===== src/hw/rtl/periodic_task_release_scheduler_assert.svh =====
// assertion macros shared by the release scheduler rtl
`ifndef PERIODIC_TASK_RELEASE_SCHEDULER_ASSERT_SVH
`define PERIODIC_TASK_RELEASE_SCHEDULER_ASSERT_SVH

// same-cycle implication, checked outside reset
`define PRTS_ASSERT_IMP(lbl, ante, cons) \
    lbl: assert property (@(posedge clk) disable iff (!rst_n) (ante) |-> (cons)) \
        else $error("prts assertion failed");

// next-cycle implication, checked outside reset
`define PRTS_ASSERT_NXT(lbl, ante, cons) \
    lbl: assert property (@(posedge clk) disable iff (!rst_n) (ante) |=> (cons)) \
        else $error("prts assertion failed");

`endif


===== src/hw/rtl/prts_pkg.sv =====
// types and constants for the periodic task release scheduler
package prts_pkg;

    localparam int NUM_CH    = 6;
    localparam int CH_IDX_W  = 3;
    localparam int CNT_W     = 11;
    localparam int PER_W     = 10;
    localparam int SHIFT_W   = 2;
    localparam int REG_IDX_W = 3;
    localparam int CFG_W     = 10;

    // register indexes beyond the per-channel periods
    localparam logic [REG_IDX_W-1:0] REG_COMMON_OFFSET = 3'd6;
    localparam logic [REG_IDX_W-1:0] REG_GAP_SHIFT     = 3'd7;

    // request codes
    localparam logic REQ_TICK  = 1'b0;
    localparam logic REQ_QUERY = 1'b1;

    localparam logic [PER_W-1:0]   OFFSET_RESET = 10'd0;
    localparam logic [SHIFT_W-1:0] SHIFT_RESET  = 2'd1;

    typedef logic [PER_W-1:0] period_arr_t [NUM_CH];

    localparam period_arr_t PERIOD_RESET = '{10'd2, 10'd10, 10'd20, 10'd50, 10'd200, 10'd1000};

    typedef enum logic [1:0] {
        ST_IDLE,
        ST_TICK,
        ST_QUERY
    } state_t;

    typedef enum logic {
        OP_TICK,
        OP_GAP
    } op_t;

    typedef struct packed {
        logic             hit;
        logic [CNT_W-1:0] cnt_next;
    } cmp_res_t;

endpackage


===== src/hw/rtl/prts_cmp_unit.sv =====
// shared add and compare unit for counter reloads and grant gap checks
module prts_cmp_unit #(
    parameter int W = 32
) (
    input  prts_pkg::op_t                    op,
    input  logic [prts_pkg::CNT_W-1:0]       cnt,
    input  logic [prts_pkg::PER_W-1:0]       period,
    input  logic [prts_pkg::PER_W-1:0]       offset,
    input  logic [prts_pkg::SHIFT_W-1:0]     shift,
    input  logic [W-1:0]                     now,
    input  logic [W-1:0]                     last,
    output prts_pkg::cmp_res_t               res
);
    import prts_pkg::*;

    logic [CNT_W-1:0] cnt_inc;
    logic [CNT_W-1:0] limit;
    logic [W-1:0]     elapsed;
    logic [PER_W-1:0] gap;
    logic [W-1:0]     a_op;
    logic [W-1:0]     b_op;
    logic             ge;

    // tick side: incremented counter against period plus offset
    assign cnt_inc = cnt + {{(CNT_W-1){1'b0}}, 1'b1};
    assign limit   = {1'b0, period} + {1'b0, offset};

    // query side: wrapping elapsed ticks against the minimum gap
    assign elapsed = now - last;
    assign gap     = period >> shift;

    // one comparator serves both operations
    always_comb
    begin
        case (op)
            OP_TICK:
            begin
                a_op = {{(W-CNT_W){1'b0}}, cnt_inc};
                b_op = {{(W-CNT_W){1'b0}}, limit};
            end
            OP_GAP:
            begin
                a_op = elapsed;
                b_op = {{(W-PER_W){1'b0}}, gap};
            end
            default:
            begin
                a_op = '0;
                b_op = '0;
            end
        endcase
    end

    assign ge = (a_op >= b_op);

    assign res.hit      = ge;
    assign res.cnt_next = ge ? {1'b0, offset} : cnt_inc;

endmodule


===== src/hw/rtl/periodic_task_release_scheduler.sv =====
// top level of the six-channel periodic task release scheduler
//
// input channel (in_valid/in_ready) carries req_type and task_id. a tick
// (req_type 0) advances the tick count and then visits the six channel
// counters one per cycle through a shared add/compare unit: in_ready drops
// for the walk, so no new tick or query is taken until it ends, and a tick
// gives no result. a query (req_type 1) reads the named channel in its
// compare step and checks its pending flag and the elapsed ticks since its
// last grant; granted lands in the output register when that step commits,
// and no new request is taken until then, as in_ready is high only in idle.
// output channel (out_valid/out_ready) holds granted until it is taken. if
// the receiver stalls with a result still waiting, a following query holds
// in its compare step until the output register frees, and no new input
// transfer is taken meanwhile.
// configuration writes (cfg_we/cfg_idx/cfg_wdata) take effect at once and
// are to be issued only while the block is idle.
// reset clears counters, flags, grant ticks and the tick count and loads
// the default periods, offset 0 and gap shift 1.
module periodic_task_release_scheduler #(
    parameter int TICK_BITS = 32
) (
    input  logic                               clk,
    input  logic                               rst_n,
    input  logic                               in_valid,
    output logic                               in_ready,
    input  logic                               req_type,
    input  logic [2:0]                         task_id,
    output logic                               out_valid,
    input  logic                               out_ready,
    output logic                               granted,
    input  logic                               cfg_we,
    input  logic [prts_pkg::REG_IDX_W-1:0]     cfg_idx,
    input  logic [prts_pkg::CFG_W-1:0]         cfg_wdata
);
    import prts_pkg::*;

    state_t                  state_reg, state_next;
    logic [CH_IDX_W-1:0]     ch_idx_reg, ch_idx_next;
    logic [TICK_BITS-1:0]    now_tick_reg;
    logic                    out_valid_reg;
    logic                    granted_reg;

    logic [PER_W-1:0]        period_reg [NUM_CH];
    logic [PER_W-1:0]        offset_reg;
    logic [SHIFT_W-1:0]      shift_reg;

    logic [CNT_W-1:0]        cnt_reg  [NUM_CH];
    logic [TICK_BITS-1:0]    last_reg [NUM_CH];
    logic [NUM_CH-1:0]       pend_reg;

    logic                    in_xfer;
    logic                    out_xfer;
    logic                    in_range;
    logic [CH_IDX_W-1:0]     rd_idx;
    op_t                     op;
    cmp_res_t                cmp_res;
    logic                    tick_upd;
    logic                    commit;
    logic                    grant_now;

    assign in_xfer  = in_valid && in_ready;
    assign out_xfer = out_valid_reg && out_ready;
    assign in_ready = (state_reg == ST_IDLE);

    // channel select, guarded for the out-of-range ids
    assign in_range = (ch_idx_reg < CH_IDX_W'(NUM_CH));
    assign rd_idx   = in_range ? ch_idx_reg : '0;
    assign op       = (state_reg == ST_TICK) ? OP_TICK : OP_GAP;

    prts_cmp_unit #(
        .W (TICK_BITS)
    ) u_cmp (
        .op     (op),
        .cnt    (cnt_reg[rd_idx]),
        .period (period_reg[rd_idx]),
        .offset (offset_reg),
        .shift  (shift_reg),
        .now    (now_tick_reg),
        .last   (last_reg[rd_idx]),
        .res    (cmp_res)
    );

    assign tick_upd  = (state_reg == ST_TICK);
    assign commit    = (state_reg == ST_QUERY) && (!out_valid_reg || out_ready);
    assign grant_now = in_range && pend_reg[rd_idx] && cmp_res.hit;

    // sequencer next state
    always_comb
    begin
        state_next  = state_reg;
        ch_idx_next = ch_idx_reg;
        case (state_reg)
            ST_IDLE:
            begin
                if (in_xfer)
                begin
                    if (req_type == REQ_TICK)
                    begin
                        state_next  = ST_TICK;
                        ch_idx_next = '0;
                    end
                    else
                    begin
                        state_next  = ST_QUERY;
                        ch_idx_next = task_id;
                    end
                end
            end
            ST_TICK:
            begin
                if (ch_idx_reg == CH_IDX_W'(NUM_CH - 1))
                begin
                    state_next = ST_IDLE;
                end
                else
                begin
                    ch_idx_next = ch_idx_reg + 1'b1;
                end
            end
            ST_QUERY:
            begin
                if (commit)
                begin
                    state_next = ST_IDLE;
                end
            end
            default:
            begin
                state_next = ST_IDLE;
            end
        endcase
    end

    // sequencer registers and tick count
    always_ff @(posedge clk or negedge rst_n)
    begin
        if (!rst_n)
        begin
            state_reg    <= ST_IDLE;
            ch_idx_reg   <= '0;
            now_tick_reg <= '0;
        end
        else
        begin
            state_reg  <= state_next;
            ch_idx_reg <= ch_idx_next;
            if (in_xfer && (req_type == REQ_TICK))
            begin
                now_tick_reg <= now_tick_reg + 1'b1;
            end
        end
    end

    // configuration registers
    always_ff @(posedge clk or negedge rst_n)
    begin
        if (!rst_n)
        begin
            for (int i = 0; i < NUM_CH; i++)
            begin
                period_reg[i] <= PERIOD_RESET[i];
            end
            offset_reg <= OFFSET_RESET;
            shift_reg  <= SHIFT_RESET;
        end
        else if (cfg_we)
        begin
            if (cfg_idx < REG_IDX_W'(NUM_CH))
            begin
                period_reg[cfg_idx] <= cfg_wdata[PER_W-1:0];
            end
            else if (cfg_idx == REG_COMMON_OFFSET)
            begin
                offset_reg <= cfg_wdata[PER_W-1:0];
            end
            else if (cfg_idx == REG_GAP_SHIFT)
            begin
                shift_reg <= cfg_wdata[SHIFT_W-1:0];
            end
        end
    end

    // channel state: counters, pending flags, last grant ticks
    always_ff @(posedge clk or negedge rst_n)
    begin
        if (!rst_n)
        begin
            for (int i = 0; i < NUM_CH; i++)
            begin
                cnt_reg[i]  <= '0;
                last_reg[i] <= '0;
            end
            pend_reg <= '0;
        end
        else if (tick_upd)
        begin
            cnt_reg[rd_idx] <= cmp_res.cnt_next;
            if (cmp_res.hit)
            begin
                pend_reg[rd_idx] <= 1'b1;
            end
        end
        else if (commit && grant_now)
        begin
            pend_reg[rd_idx] <= 1'b0;
            last_reg[rd_idx] <= now_tick_reg;
        end
    end

    // output register
    always_ff @(posedge clk or negedge rst_n)
    begin
        if (!rst_n)
        begin
            out_valid_reg <= 1'b0;
            granted_reg   <= 1'b0;
        end
        else if (commit)
        begin
            out_valid_reg <= 1'b1;
            granted_reg   <= grant_now;
        end
        else if (out_xfer)
        begin
            out_valid_reg <= 1'b0;
        end
    end

    assign out_valid = out_valid_reg;
    assign granted   = granted_reg;

    `include "periodic_task_release_scheduler_assert.svh"

    // a tick transfer advances the tick count by one and starts the walk at channel 0
    `PRTS_ASSERT_NXT(a_tick_advance, in_xfer && (req_type == REQ_TICK), (now_tick_reg == $past(now_tick_reg) + 1'b1) && (state_reg == ST_TICK) && (ch_idx_reg == '0))
    // the channel walk never steps past the last channel
    `PRTS_ASSERT_IMP(a_walk_range, state_reg == ST_TICK, ch_idx_reg < CH_IDX_W'(NUM_CH))
    // an out-of-range channel never grants
    `PRTS_ASSERT_NXT(a_no_grant_oor, commit && !in_range, out_valid_reg && !granted_reg)
    // a grant clears the channel's pending flag
    `PRTS_ASSERT_NXT(a_grant_clears, commit && grant_now, pend_reg[$past(rd_idx)] == 1'b0)

endmodule


===== config.mk =====
export PLATFORM = sky130hd
export DESIGN_NAME = periodic_task_release_scheduler
export DESIGN_NICKNAME = d
export VERILOG_FILES = /design/src/hw/rtl/prts_pkg.sv /design/src/hw/rtl/prts_cmp_unit.sv /design/src/hw/rtl/periodic_task_release_scheduler.sv
export VERILOG_INCLUDE_DIRS = /design/src /design/src/hw/rtl
export SDC_FILE = /design/constraint.sdc
export NUM_CORES = 1
export LEC_CHECK = 0
export CAP_MARGIN = 30
export CORE_MARGIN = 2
export CORE_UTILIZATION = 58
export DETAILED_ROUTE_END_ITERATION = 12
export DONT_BUFFER_PORTS = 1
export PLACE_DENSITY = 0.76
export SLEW_MARGIN = 20
export SYNTH_ARGS = -nofsm -noshare
export SYNTH_HDL_FRONTEND = slang
export SYNTH_SLANG_ARGS = --single-unit

===== constraint.sdc =====
create_clock -name clk -period 7.5 [get_ports clk]
set_input_delay 0.375 -clock clk [delete_from_list [all_inputs] [get_ports clk]]
set_output_delay 0.375 -clock clk [all_outputs]
set_load 0.03 [all_outputs]

==> metrics.txt <==
DP HPWL=33900 um; failing checks=hold timing; Syn Inst Count=1837; Die Height=roughly 190 um; Setup TNS Final=0 ps; drc violations=0; Final Hold Viols=363; Syn Std Cell Area=21100 um2; filler cell count=between 2000 and 3000; actual slew at the worst max-slew pin=a little under 1000 ps; sequential power share=between 20% and 30%; outcome=complete, but fails checks; hold crit path type=input port to asynchronous set/reset pin; design area=around 23000 um2; 1st-pass router iterations=6; WL per Instance=around 22 um; Antenna Nets Post-Route=0; ANT cells=0; most common cell after layout, fill and taps aside=dfrtp_1; GRT overflow=0; Critical Path RT=approximately 8000 ps; area of the multi-input gates=11000 um2; routed vias=approximately 15000; DIE AREA=~38000 um2; Synth cell types=80; CP Data Arrival Time=approximately 7600 ps; initial core utilization=59.1%; GRT Total Usage=approximately 28%; count of final setup violators=0; Syn-to-layout area delta=9.95%; GPL Wtd Cong=approximately 0.94; floorplan core area=35700 um2; number of antenna violations at the first check in global routing=0; # rows=69; Layout Nets=roughly 1900; Pint=between 5 and 6 mW; worst hold slack=-482 ps; worst relative slew slack=between 30% and 40%; CTS Buffer Depth=3; aggregate routed wire length=between 50000 and 60000 um; Leak=10.4 nW; min Tclk post-route=between 7000 and 8000 ps; YS warnings=0; Clk Latency, worst-skew pair=between 500 and 600 ps; H-tree depth=2; sequential standard cell area=9410 um2; clock root buffer=clkbuf_16; Worst setup EP type=register; CP max FO=9; Synth area leader=dfrtp_1; fin crit share=a little over nine tenths; Comb pwr share=roughly 48%; vias in the first global route=15100; wire length of the first global-routing pass=83300 um; Critical Path Source Type=register; CTS sink cnt=375; Main synth FF type=dfrtp_1; first-iteration detailed-routing DRC count=between 1000 and 1500; fraction of registers with async set/reset=100%; CTS clock-pin slew for the worst setup and hold paths=about 70 ps; switching power=around 3.7 mW; sequential area share after synthesis=44.6%; Num CTS Buffers=a little over 40; Post-Syn Nets=1921; max-cap violation count=0; Die X=approximately 190 um; Syn Area/Cell=~11 um2; Post-synth EDFFs=0; CTS tree=done; DR vias/cell=between 6 and 7; largest net degree at the start of global routing=376; hold buffer count at CTS=14; Max Freq=140 MHz; critical path class=register to register; Tot Pwr=approximately 9.3 mW; ratio of cells with drive above 1 in the final layout=26.2%; Switching Share=40.2%; I/O pin cnt=25; Yosys reg bits=between 300 and 400; top cell type's share of synthesized area=between 40% and 50%; I/O Buffers=0; most frequent cells in the layout=357 x dfrtp_1, 222 x nand2_1, 174 x mux2_4; power per cell area=roughly 400 nW/um2; VDD IR max=~0.00035 V; Post-DP Area=about 21000 um2; Clock power frac=23.7%; Largest register FFs=between 150 and 200; synth top area cells=dfrtp_1 42%, mux2_4 12%, mux4_2 5.8%; Slew Limit Fails=0; Fin Clk Skew=27.2 ps
-- critical path: stages (launching register included) --
cell	delay (ps)
dfrtp_1	430
ha_1	320
and2b_4	380
buf_4	250
mux4_2	520
a21oi_1	240
ha_1	330
and2_4	180
a221oi_2	430
a21oi_1	250
nor2_1	160
xor2_1	200
a21oi_1	110
ha_1	330
a2111o_1	430
nor2_1	100
o21ai_0	90
o211ai_1	170
buf_6	150
o2111a_1	200
o2111ai_1	110
or4b_1	580
nor4bb_4	390
buf_4	190
o211ai_1	230
a31oi_1	250
-- Yosys cell counts, types with 4 or more instances --
| library cell | count |
|---|---|
| nand3b_1 | 4 |
| nor4_1 | 7 |
| a21o_1 | 8 |
| nor3_1 | 23 |
| nand3_1 | 31 |
| nand2_1 | 223 |
| o22ai_1 | 9 |
| mux2_2 | 92 |
| o21a_1 | 12 |
| o21bai_1 | 5 |
| nand4_1 | 23 |
| o21ai_0 | 91 |
| dfrtp_1 | 357 |
| a31oi_1 | 16 |
| a211oi_1 | 8 |
| o211ai_1 | 11 |
| dfstp_2 | 18 |
| buf_6 | 19 |
| clkbuf_1 | 65 |
| buf_2 | 11 |
| o21ai_1 | 6 |
| nor3b_1 | 6 |
| o31ai_1 | 8 |
| inv_1 | 38 |
| a21oi_1 | 166 |
| buf_1 | 22 |
| a211o_1 | 5 |
| nor2b_1 | 13 |
| ha_1 | 60 |
| nor3_4 | 5 |
| mux2i_1 | 26 |
| nor2_1 | 69 |
| mux4_2 | 54 |
| and3_1 | 12 |
| xnor2_1 | 41 |
| xor2_1 | 20 |
| mux2_4 | 174 |
| nand4b_1 | 5 |
| nand2b_1 | 13 |
-- final cells by class --
cell class / instances / share of cell area, %
Clock buffer: 58 / 5.15
Clock inverter: 18 / 1.23
Inverter: 39 / 0.632
Multi-Input combinational cell: 1305 / 47.3
Sequential cell: 375 / 40.6
Tap cell: 461 / 2.49
Timing Repair Buffer: 64 / 2.58
-- power groups by stage --
| stage | combinational (mW) | clock, mW | sequential (mW) |
|---|---|---|---|
| 6_report | 4.50 | 2.20 | 2.59 |
| 2_1_floorplan | 3.23 | 0 | 2.51 |
| 5_1_grt | 4.88 | 2.31 | 2.63 |
| 3_5_place_dp | 4.25 | 0 | 2.62 |
| 3_3_place_gp | 4.17 | 0 | 2.60 |
| 4_1_cts | 4.31 | 2.23 | 2.59 |
-- through the flow --
stage	worst slack (ps)	cells	util [%]
6_report	354	2320	65.0
5_1_grt	-12.3	2320	65.0
4_1_cts	142	2305	64.6
3_5_place_dp	22.7	2215	60.0
3_3_place_gp	13.6	2215	60.0
2_1_floorplan	18.0	1837	-
-- path summary, 6_finish.rpt --
kind                                from            end  slack (ps)  depth (start not counted)
setup / recovery           ch_idx_reg[1]    cnt_reg[23]         350                         25
hold / removal                     rst_n   last_reg[38]        -480                          0
setup reg to reg           ch_idx_reg[1]    cnt_reg[23]         350                         25
hold reg to reg              cnt_reg[46]    cnt_reg[46]         480                          2
max in group asynchronous          rst_n  offset_reg[6]        7260                          0
min in group clk                req_type  ch_idx_reg[2]          30                          2
-- logic make-up (layout without fill, tap and decap cells) --
logic type / after synthesis / in the layout / share of synthesized area [%]
AND/OR/NAND/NOR: 456 / 457 / 10.4
AO/OA/AOI/OAI: 379 / 379 / 10.7
flip-flops: 375 / 375 / 44.6
multiplexers: 346 / 346 / 24.3
buffers and inverters: 158 / 179 / 3.57
adder cells (fa/ha/maj): 62 / 62 / 3.75
XOR/XNOR: 61 / 61 / 2.54
-- routing by layer --
metal	vias to the layer above	GRT usage, %	part of all wire [%]
met2	492	44.7	48
met3	115	4.46	5.6
li1	6620	-	-
met1	7359	37.6	43
met4	0	11.4	3.7
met5	-	0	0
-- repair_timing --
item                       in CTS  in global routing
hold endpoints to repair      449                375
setup endpoints to repair       7                174
cloned                          0                  1
pin swaps                       0                  3
buffers inserted                0                 10
gates resized for setup         1                  5
No activity file was read; power rests on OpenSTA's default activity.
